<file path="src/sv/dpp_sqrt.sv">
// pipelined integer square root, one root bit per stage
module dpp_sqrt #(
   parameter int RAD_W = 58,
   parameter int TAG_W = 1
) (
   input  logic                 clock,
   input  logic                 en,
   input  logic [RAD_W-1:0]     rad_i,
   input  logic [TAG_W-1:0]     tag_i,
   output logic [RAD_W/2-1:0]   root_o,
   output logic [TAG_W-1:0]     tag_o
);

   localparam int RT_W = RAD_W / 2;

   logic [RT_W:0]      rem_ff  [RT_W];
   logic [RT_W-1:0]    root_ff [RT_W];
   logic [RAD_W-1:0]   rad_ff  [RT_W];
   logic [TAG_W-1:0]   tag_ff  [RT_W];

   genvar k;
   generate
      for (k = 0; k < RT_W; k++) begin : g_stage
         logic [RT_W:0]    rem_src;
         logic [RT_W-1:0]  root_src;
         logic [RAD_W-1:0] rad_src;
         logic [TAG_W-1:0] tag_src;
         logic [RT_W+2:0]  part;
         logic [RT_W+2:0]  trial;
         logic [RT_W+2:0]  diff;
         logic [RT_W:0]    rem_in;
         logic [RT_W-1:0]  root_in;
         logic [RAD_W-1:0] rad_in;

         if (k == 0) begin : g_first
            assign rem_src  = '0;
            assign root_src = '0;
            assign rad_src  = rad_i;
            assign tag_src  = tag_i;
         end else begin : g_next
            assign rem_src  = rem_ff[k-1];
            assign root_src = root_ff[k-1];
            assign rad_src  = rad_ff[k-1];
            assign tag_src  = tag_ff[k-1];
         end

         always_comb begin
            part   = {rem_src, rad_src[RAD_W-1:RAD_W-2]};
            trial  = {1'b0, root_src, 2'b01};
            diff   = part - trial;
            rad_in = {rad_src[RAD_W-3:0], 2'b00};
            if (part >= trial) begin
               rem_in  = diff[RT_W:0];
               root_in = {root_src[RT_W-2:0], 1'b1};
            end else begin
               rem_in  = part[RT_W:0];
               root_in = {root_src[RT_W-2:0], 1'b0};
            end
         end

         always_ff @(posedge clock) begin
            if (en) begin
               rem_ff[k]  <= rem_in;
               root_ff[k] <= root_in;
               rad_ff[k]  <= rad_in;
               tag_ff[k]  <= tag_src;
            end
         end
      end
   endgenerate

   assign root_o = root_ff[RT_W-1];
   assign tag_o  = tag_ff[RT_W-1];

endmodule

</file>
<file path="config.mk">
export PLATFORM = sky130hd
export DESIGN_NAME = dpp_sqrt
export DESIGN_NICKNAME = d
export VERILOG_FILES = /design/src/sv/dpp_sqrt.sv
export SDC_FILE = /design/constraint.sdc
export NUM_CORES = 2
export LEC_CHECK = 0
export BUFFER_PORTS_ARGS = -buffer_cell sky130_fd_sc_hd__clkbuf_2
export CAP_MARGIN = 15
export CORE_MARGIN = 2
export CORE_UTILIZATION = 65
export CTS_BUF_LIST = sky130_fd_sc_hd__clkbuf_4 sky130_fd_sc_hd__clkbuf_8
export DETAILED_ROUTE_END_ITERATION = 7
export GPL_ROUTABILITY_DRIVEN = 1
export PLACE_DENSITY = 0.86
export SLEW_MARGIN = 30
export SYNTH_ARGS = -nofsm -noshare
export SYNTH_HDL_FRONTEND = slang
export SYNTH_SLANG_ARGS = --single-unit
</file>
<file path="constraint.sdc">
create_clock -name clock -period 4.5 [get_ports clock]
set_input_delay 0.225 -clock clock [delete_from_list [all_inputs] [get_ports clock]]
set_output_delay 0.225 -clock clock [all_outputs]
set_load 0.005 [all_outputs]
</file>
==> impl_metrics.csv <==
group,metric,value,unit
run_status,status,"finished, final reports clean",
critical_path,cp-startpoint,"rem_ff[0][30]",
drt,drcViolationCount,0,
synthesis,synthArstFlopShare,0,%
critical_path,r2r_cells,10,
critical_path,crit_path_max_fanout,10,
grt,grt_use_total,26.6,%
clock_tree,post_cts_resized,0,
placement,port_buffers,90,
worst_hold_path,whs_endpoint,"rad_ff[0][5]",
clock_tree,cts-buffers-inserted,338,
synthesis,synth_area_leaders,"edfxtp_1 (65%), ha_1 (6.1%), xnor2_1 (3.1%), xor2_1 (3.0%), a21oi_1 (2.7%)",
clock_tree,cts_tree,"yes",
clock_tree,clk_pin_slew,70,ps
synthesis,yosys-top-cells-count,"edfxtp_1 (2074), inv_1 (596), nand2_1 (523)",
die,core,0.146,mm^2
worst_hold_path,whs_path_depth,2,
synthesis,synthMuxAreaShare,0.783,%
die,ioPinCount,91,
drt,vias,60000,
worst_hold_path,min_from,"rad_i[5]",
power_and_ir_drop,power,0.0531,W
timing,maxSlewHeadroom,34.4,%
final_layout,area_delta_synth_final,11.4,%
drt,vias_per_cell,6.00,
timing,tns,0,ps
synthesis,yosysTopAreaCell,"edfxtp_1",
synthesis,syn_area,0.0958,mm^2
synthesis,yosysUniqueCellTypes,86,
power_and_ir_drop,p_per_area,498,mW/mm^2
synthesis,synth_most_common_cell,"edfxtp_1",
synthesis,netlist_instances,7386,
synthesis,ys_seq_area_share,65.0,%
grt,grt_use_met1,33.1,%
critical_path,ff2ff_setup_slack,540,ps
synthesis,synth_compound_area_share,9.55,%
die,die_x,388,um
placement,gp_congestion,0.938,
drt,routedWlPerCell,20.2,um
power_and_ir_drop,power_leakage,41.4,nW
critical_path,end_kind,"flip-flop",
placement,dp_hpwl,136,mm
die,die_area,0.151,mm^2
synthesis,synth_edf_count,2074,
synthesis,synth_top_area_share,65.0,%
clock_tree,clk_path_buf_depth,4,
power_and_ir_drop,ir_drop,0.390,mV
drt,drt_iter0_drc,5525,
final_layout,drive_gt1_share,9.63,%
synthesis,synth_top_family_by_area,"compound AO/OA/AOI/OAI gates",
critical_path,r2r_end,"rem_ff[0][81]",
timing,finalCriticalPeriod,3960,ps
synthesis,yosys_warnings,0,
worst_hold_path,hold_class,"in2reg",
critical_path,crit_arrival,4740,ps
timing,max_freq,252,MHz
die,die_h,388,um
critical_path,cp.required,5280,ps
clock_tree,cts_sinks,2074,
grt,grt_antenna_before_repair,3,
timing,rsz0062_at_grt,"false",
grt,grt_use_met3,3.58,%
synthesis,synthAdderAreaFrac,6.08,%
timing,fin_skew,118,ps
grt,grt_pass1_vias,59800,
clock_tree,cts-root-buf,"clkbuf_8",
grt,grt-busiest-layer,"met2",
critical_path,startpoint_type,"flip-flop",
clock_tree,cts_max_level,5,
synthesis,synth-xor-area-share,6.11,%
timing,fin_crit_sh,88.0,%
drt,dr.pass1.iters,7,
synthesis,syn_avg_cell_area,13.0,um^2
timing,maxSlewViolCount,0,
grt,use_met2,47.2,%
synthesis,synthFlopType,"edfxtp_1",
timing,hold_violations,0,
grt,grt_max_degree,134,
grt,grt_first_pass_wirelength,318,mm
flow_run,maxCapViolations,0,
synthesis,yosys.area_share.simple,9.50,%
synthesis,syn_nets,7913,
clock_tree,clock_latency,1070,ps
critical_path,path_class,"reg2reg",
critical_path,reg2reg_from,"rem_ff[0][30]",
timing,setup_viol,0,
synthesis,synth.ff_latch_count,2074,
die,initial_core_util,65.6,%
final_layout,fin_nets,8373,
drt,final_antenna_net_count,0,
timing,worstMarginPinSlew,972,ps
drt,route.final.wire_length,202,mm
die,row_count,140,
grt,grt_overflow,0,
[how the worst max path moves through the flow]
stage | slack, ps | cells past startpoint | endpoint
floorplan | 1040 | 11 | rem_ff[1][196]
global placement | 860 | 10 | rem_ff[0][229]
detailed placement | 650 | 10 | rem_ff[1][249]
CTS | 610 | 10 | rem_ff[1][249]
global route | 360 | 10 | rem_ff[1][249]
finish | 540 | 10 | rem_ff[0][81]
[metrics by stage]
stage,instances,hold slack [ps],cell area (um^2),utilization (%),worst slack (ps)
2_1_floorplan,7386,324,95800,-,1040
3_3_place_gp,9304,400,99000,67.8,860
3_5_place_dp,9304,404,99000,67.8,650
4_1_cts,10000,9.10,107000,73.1,614
5_1_grt,10000,22.6,107000,73.1,357
6_report,10000,55.5,107000,73.1,538
[worst max-delay path: stages (launching register included)]
cell and delay, ps:
edfxtp_1 430, ha_1 410, nor2b_1 170, o21ai_0 350, or4b_2 660, nor3_2 640, nor3b_1 240, nand3b_1 270
nor3_1 130, and2_1 210, a21o_1 160
[final cells by class]
cell class,instances,area [um^2]
Timing Repair Buffer,285,2510
Tap cell,1917,2400
Clock buffer,427,5360
Multi-Input combinational cell,4548,30800
Antenna cell,4,10.0
Inverter,599,2250
Fill cell,9079,39300
Sequential cell,2074,62300
Clock inverter,150,1200
[where the power goes]
group	total, W	switching (W)	internal, W
sequential	0.0260	0.00162	0.0244
clock	0.0162	0.00725	0.00897
combinational	0.0109	0.00640	0.00451
[layer usage]
| layer | wire, um | part of all wire [%] | vias to the layer above |
|---|---|---|---|
| met2 | 104000 | 51 | 2361 |
| met5 | 0 | 0 | - |
| li1 | - | - | 28200 |
| met4 | 7640 | 3.8 | 0 |
| met1 | 79700 | 39 | 28900 |
| met3 | 11100 | 5.5 | 555 |
[layout by cell type, fill, tap and decap left out, drive strengths merged, types with 26 or more instances in the layout]
| cell | n |
|---|---|
| clkbuf | 516 |
| xnor2 | 340 |
| o31ai | 35 |
| o211ai | 31 |
| nor2b | 68 |
| o21bai | 45 |
| inv | 602 |
| edfxtp | 2074 |
| xor2 | 329 |
| nor2 | 445 |
| and3 | 29 |
| nand2 | 523 |
| dlygate4sd3 | 119 |
| nor3 | 146 |
| nand2b | 86 |
| a211oi | 26 |
| clkinv | 120 |
| or3 | 78 |
| buf | 77 |
| a21oi | 516 |
| or4 | 47 |
| o21a | 67 |
| ha | 466 |
| or2 | 26 |
| nand4 | 79 |
| nor4 | 104 |
| o21ai | 367 |
| nand3 | 122 |
| mux2 | 56 |
| a21o | 178 |
| a31oi | 48 |
[what timing repair did]
action | 4_1_cts | 5_1_grt
endpoints found under the setup margin | 0 | 0
endpoints found under the hold margin | 159 | 0
hold buffers | 119 | 0
setup buffers | 0 | 0
[cells by family after synthesis]
| family | Yosys count |
|---|---|
| mux | 68 |
| buf+inv | 764 |
| flops | 2074 |
| simple gates | 1856 |
| compound gates | 1488 |
| other cells | 1 |
| xor+xnor | 669 |
| fa+ha+maj | 466 |
[state kept, by name, indices dropped and copies added (netlist names)]
name / flops
rem_ff: 798
root_ff: 435
tag_ff: 29
rad_ff: 812
(Power assumes the default switching activity.)
