File: config.mk
export PLATFORM = sky130hd
export DESIGN_NAME = dpp_div
export DESIGN_NICKNAME = d
export VERILOG_FILES = /design/src/sv/dpp_div.sv
export SDC_FILE = /design/constraint.sdc
export NUM_CORES = 2
export LEC_CHECK = 0
export ABC_CLOCK_PERIOD_IN_PS = 3100
export BUFFER_PORTS_ARGS = -buffer_cell sky130_fd_sc_hd__clkbuf_2
export CORE_UTILIZATION = 25
export CTS_BUF_LIST = sky130_fd_sc_hd__clkbuf_8
export DETAILED_ROUTE_END_ITERATION = 12
export SETUP_SLACK_MARGIN = 0.15
export SYNTH_ARGS = -nofsm -noshare
export SYNTH_HDL_FRONTEND = slang
export SYNTH_SLANG_ARGS = --single-unit
File: constraint.sdc
create_clock -name clock -period 3.1 [get_ports clock]
set_input_delay 0.465 -clock clock [delete_from_list [all_inputs] [get_ports clock]]
set_output_delay 0.465 -clock clock [all_outputs]
set_load 0.02 [all_outputs]
File: src/sv/dpp_div.sv
// pipelined restoring divider, one quotient bit per stage
module dpp_div #(
   parameter int DEN_W = 18,
   parameter int LOW_W = 19,
   parameter int TAG_W = 1
) (
   input  logic             clock,
   input  logic             en,
   input  logic [DEN_W-1:0] rem_i,
   input  logic [LOW_W-1:0] low_i,
   input  logic [DEN_W-1:0] den_i,
   input  logic [TAG_W-1:0] tag_i,
   output logic [LOW_W-1:0] quo_o,
   output logic [TAG_W-1:0] tag_o
);

   logic [DEN_W-1:0] rem_ff [LOW_W];
   logic [LOW_W-1:0] low_ff [LOW_W];
   logic [DEN_W-1:0] den_ff [LOW_W];
   logic [TAG_W-1:0] tag_ff [LOW_W];

   genvar k;
   generate
      for (k = 0; k < LOW_W; k++) begin : g_stage
         logic [DEN_W-1:0] rem_src;
         logic [DEN_W-1:0] den_src;
         logic [LOW_W-1:0] low_src;
         logic [TAG_W-1:0] tag_src;
         logic [DEN_W:0]   trial;
         logic [DEN_W:0]   diff;
         logic [DEN_W-1:0] rem_in;
         logic [LOW_W-1:0] low_in;

         if (k == 0) begin : g_first
            assign rem_src = rem_i;
            assign low_src = low_i;
            assign den_src = den_i;
            assign tag_src = tag_i;
         end else begin : g_next
            assign rem_src = rem_ff[k-1];
            assign low_src = low_ff[k-1];
            assign den_src = den_ff[k-1];
            assign tag_src = tag_ff[k-1];
         end

         always_comb begin
            trial = {rem_src, low_src[LOW_W-1]};
            diff  = trial - {1'b0, den_src};
            if (trial >= {1'b0, den_src}) begin
               rem_in = diff[DEN_W-1:0];
               low_in = {low_src[LOW_W-2:0], 1'b1};
            end else begin
               rem_in = trial[DEN_W-1:0];
               low_in = {low_src[LOW_W-2:0], 1'b0};
            end
         end

         always_ff @(posedge clock) begin
            if (en) begin
               rem_ff[k] <= rem_in;
               low_ff[k] <= low_in;
               den_ff[k] <= den_src;
               tag_ff[k] <= tag_src;
            end
         end
      end
   endgenerate

   assign quo_o = low_ff[LOW_W-1];
   assign tag_o = tag_ff[LOW_W-1];

endmodule

==> results.sh <==
export IMPL_final_hold_viol_count=0
export IMPL_power_internal_w=0.03957
export IMPL_wl_met2_mm=55.08
export IMPL_yosys_warnings=0
export IMPL_status="finished clean"
export IMPL_seq_area_frac_synth=0.5888
export IMPL_gp_congestion=0.8527
export IMPL_power_w=0.06052
export IMPL_num_rows=167
export IMPL_clkPwrFrac=0.208
export IMPL_clk_pin_slew_ns=0.06
export IMPL_regToRegSetupSlack_ns=0.12
export IMPL_grtUsageTotal=0.1024
export IMPL_coreArea_um2=207700
export IMPL_maxSlewViolCount=0
export IMPL_synth_nets=4509
export IMPL_yosysTopAreaCell="edfxtp_1"
export IMPL_antenna_left=0
export IMPL_gr_total_overflow=0
export IMPL_cellLeakagePower_nw=24.73
export IMPL_nFillCells=21013
export IMPL_cts_sinks=1028
export IMPL_ys_ff_latch=1028
export IMPL_path_cells="inv_1 -> ha_1 -> inv_1 -> fa_1 -> a211oi_1 -> o21bai_1 -> a2111oi_2 -> buf_4 -> nor2_1 -> a211oi_2 -> xnor2_1 -> mux2_2"
export IMPL_hpwl_mm=79.62
export IMPL_synth_avg_cell_area_um2=12.81
export IMPL_initialDrtViolationCount=1833
export IMPL_die_y_um=459.9
export IMPL_pwr_share_comb=0.437
export IMPL_slew_headroom=0.5926
export IMPL_critPathMaxStageDelay_ns=0.40
export IMPL_route_met3_wl_mm=4.471
export IMPL_fmax_mhz=335.5
export IMPL_synth_async_reset_ratio=0
export IMPL_numCtsBuffers=185
export IMPL_drt_met1_wl_mm=47.07
export IMPL_wl_per_cell_um=14.74
export IMPL_cts_root_buf="clkbuf_8"
export IMPL_final_util=0.3036
export IMPL_synth_top_flop_cell="edfxtp_1"
export IMPL_critPathLaunchType="flop"
export IMPL_powerDensity_nw_per_um2=959.8
export IMPL_die_x_um=459.9
export IMPL_synth_edff_count=1028
export IMPL_critical_path_class="reg2reg"
export IMPL_ys_top_cells_by_count="edfxtp_1 (1028), inv_1 (456), ha_1 (342), a21oi_1 (255), mux2_2 (230)"
export IMPL_grt_max_degree=104
export IMPL_switching_share=0.3462
export IMPL_synth_distinct_cells=87
export IMPL_crit_required_ns=3.75
export IMPL_wl_mm=110.5
export IMPL_via_per_inst=4.415
export IMPL_top_signal_layer_used="met4"
export IMPL_clk_latency_ns=0.91
export IMPL_period_minus_slack_ns=2.981
export IMPL_finClkSkew_ns=0.04415
export IMPL_clock_path_buffers=3
export IMPL_worst_pin_slew_ns=0.6111
export IMPL_antenna_found_initial=2
export IMPL_start_util=0.2524
export IMPL_dr_pass1_iters=5
export IMPL_cp_max_fo=2
export IMPL_rsz0062_at_grt="yes"
export IMPL_drc=0
export IMPL_endpoint_kind="flop"
export IMPL_timing_final_crit_share=0.9616
export IMPL_cts_tree="yes"
export IMPL_yosysTopAreaCellShare=0.5888
export IMPL_fin_nets=4988
export IMPL_setup_violations=0
export IMPL_final_cell_count_no_fill=7501
export IMPL_num_vias=33115
export IMPL_synth_most_common_cell="edfxtp_1"
export IMPL_area_growth_pct=20.29
export IMPL_ir_worst_vdd_mv=0.5101
export IMPL_synth_area_leaders="edfxtp_1 (59%), ha_1 (8.2%), mux2_2 (4.9%), inv_1 (3.3%), xnor2_1 (2.6%)"
export IMPL_syn_area_um2=52430
export IMPL_placed_cells=7077
export IMPL_p_seq_frac=0.354
export IMPL_arrival_ns=3.63
export IMPL_first_global_vias=34141
export IMPL_dieArea_um2=211500
export IMPL_syn_instance_count=4091
export IMPL_cts_htree_levels=4
export IMPL_drive_gt1_frac=0.1974
export IMPL_maxCapViolations=0
export IMPL_switchingPower_w=0.02096
export IMPL_grt_pass1_wl_mm=175.4
export IMPL_hold_path_class="in2reg"
export IMPL_io_buffer_count=77
export IMPL_path_common_cell="inv_1"
export IMPL_critPathSlowestCell="a2111oi_2"
export IMPL_io_pins=78
==> power groups by stage <==
| stage | clock [W] | combinational [W] | sequential [W] |
|---|---|---|---|
| global placement | 0 | 0.0244 | 0.0217 |
| CTS | 0.0132 | 0.0253 | 0.0215 |
| global route | 0.0138 | 0.0292 | 0.0218 |
| floorplan | 0 | 0.0187 | 0.0208 |
| finish | 0.0126 | 0.0265 | 0.0214 |
| detailed placement | 0 | 0.0247 | 0.0217 |
==> critical path, delay by kind of cell, from the launching register on <==
kind	cells	cell delay, ns
simple gates	1	0.06
compound gates	4	1.09
xor+xnor	1	0.10
mux	1	0.26
flops	1	0.39
fa+ha+maj	2	0.55
buf+inv	3	0.31
==> placed cells by master (no fill, tap or decap), types with 21 or more instances in the layout <==
cell type and count:
dlygate4sd3_1 56, buf_12 31, nand3_1 77, clkbuf_8 186, xnor2_1 153, o21ai_0 158
nor3_1 58, clkbuf_2 76, and3_1 21, a21oi_2 22, clkinv_1 38, clkinv_2 27
ha_1 319, a21oi_1 238, mux2i_1 29, inv_1 495, or3_1 21, mux2_2 220
o21bai_1 22, edfxtp_1 1028, a21o_1 127, a31oi_1 23, nand4_1 28, nand2_1 198
a211oi_1 28, o21a_1 63, nor2b_1 45, xor2_1 69, nand2b_1 32, nor2_1 183
buf_4 174, o211ai_1 24
==> cell families (layout without fill, tap and decap cells) <==
kind of cell,after synthesis,count (layout),share of synthesized area
DFF,1028,1028,0.5888
AOI/OAI and AO/OA,945,945,0.1195
and+or+nand+nor,755,755,0.07038
buffers and inverters,514,1134,0.03859
adders and majority gates,360,360,0.08850
muxes,267,267,0.05714
xor gates and xnor gates,222,222,0.03709
other,0,2,0
==> routing by layer <==
layer	GRT usage	up-vias
met2	0.1826	691
met4	0.04682	0
met1	0.1167	15834
met5	0	-
li1	-	16315
met3	0.02115	275
==> registers in the layout, indices dropped and copies added, names as in the netlist <==
name,cells
den_ff,324
tag_ff,19
low_ff,361
rem_ff,324
==> stage by stage <==
step / TNS, ns / hold WS [ns] / instance area [um2] / setup slack [ns]
6_report: 0 / 0.2689 / 63060 / 0.1191
2_1_floorplan: 0 / 0.4003 / 52450 / 0.1296
3_3_place_gp: -1.548 / 0.4006 / 57740 / -0.2012
3_5_place_dp: -2.275 / 0.4045 / 57740 / -0.1432
4_1_cts: 0 / 0.1398 / 62190 / 0.08907
5_1_grt: 0 / 0.1792 / 63060 / 0.01471
==> cell type report <==
cell class	count	area [um2]	area share
tap	2788	3488	0.05532
multi-input combinational	2549	20250	0.3211
sequential	1028	30870	0.4895
timing repair buffer	349	3090	0.04901
clock inverter	142	1082	0.01716
clock buffer	186	2560	0.04060
antenna	2	5.005	0.00007937
inverter	457	1718	0.02724
==> repair_timing <==
item / in CTS / in global routing
resized for setup: 34 / 127
gates cloned: 0 / 6
buffers inserted: 14 / 18
setup endpoints to repair: 142 / 207
hold buffers: 56 / 0
pin swaps: 9 / 43
endpoints found under the hold margin: 86 / 0
==> final timing paths <==
path	cells past startpoint	end	from
max reg2reg	12	rem_ff[6][14]	low_ff[5][18]
min	5	low_ff[0][0]	rem_i[17]
min reg2reg	0	low_ff[12][16]	low_ff[11][15]
max	12	rem_ff[6][14]	low_ff[5][18]
Note: power is estimated with default switching activity, not from simulation.
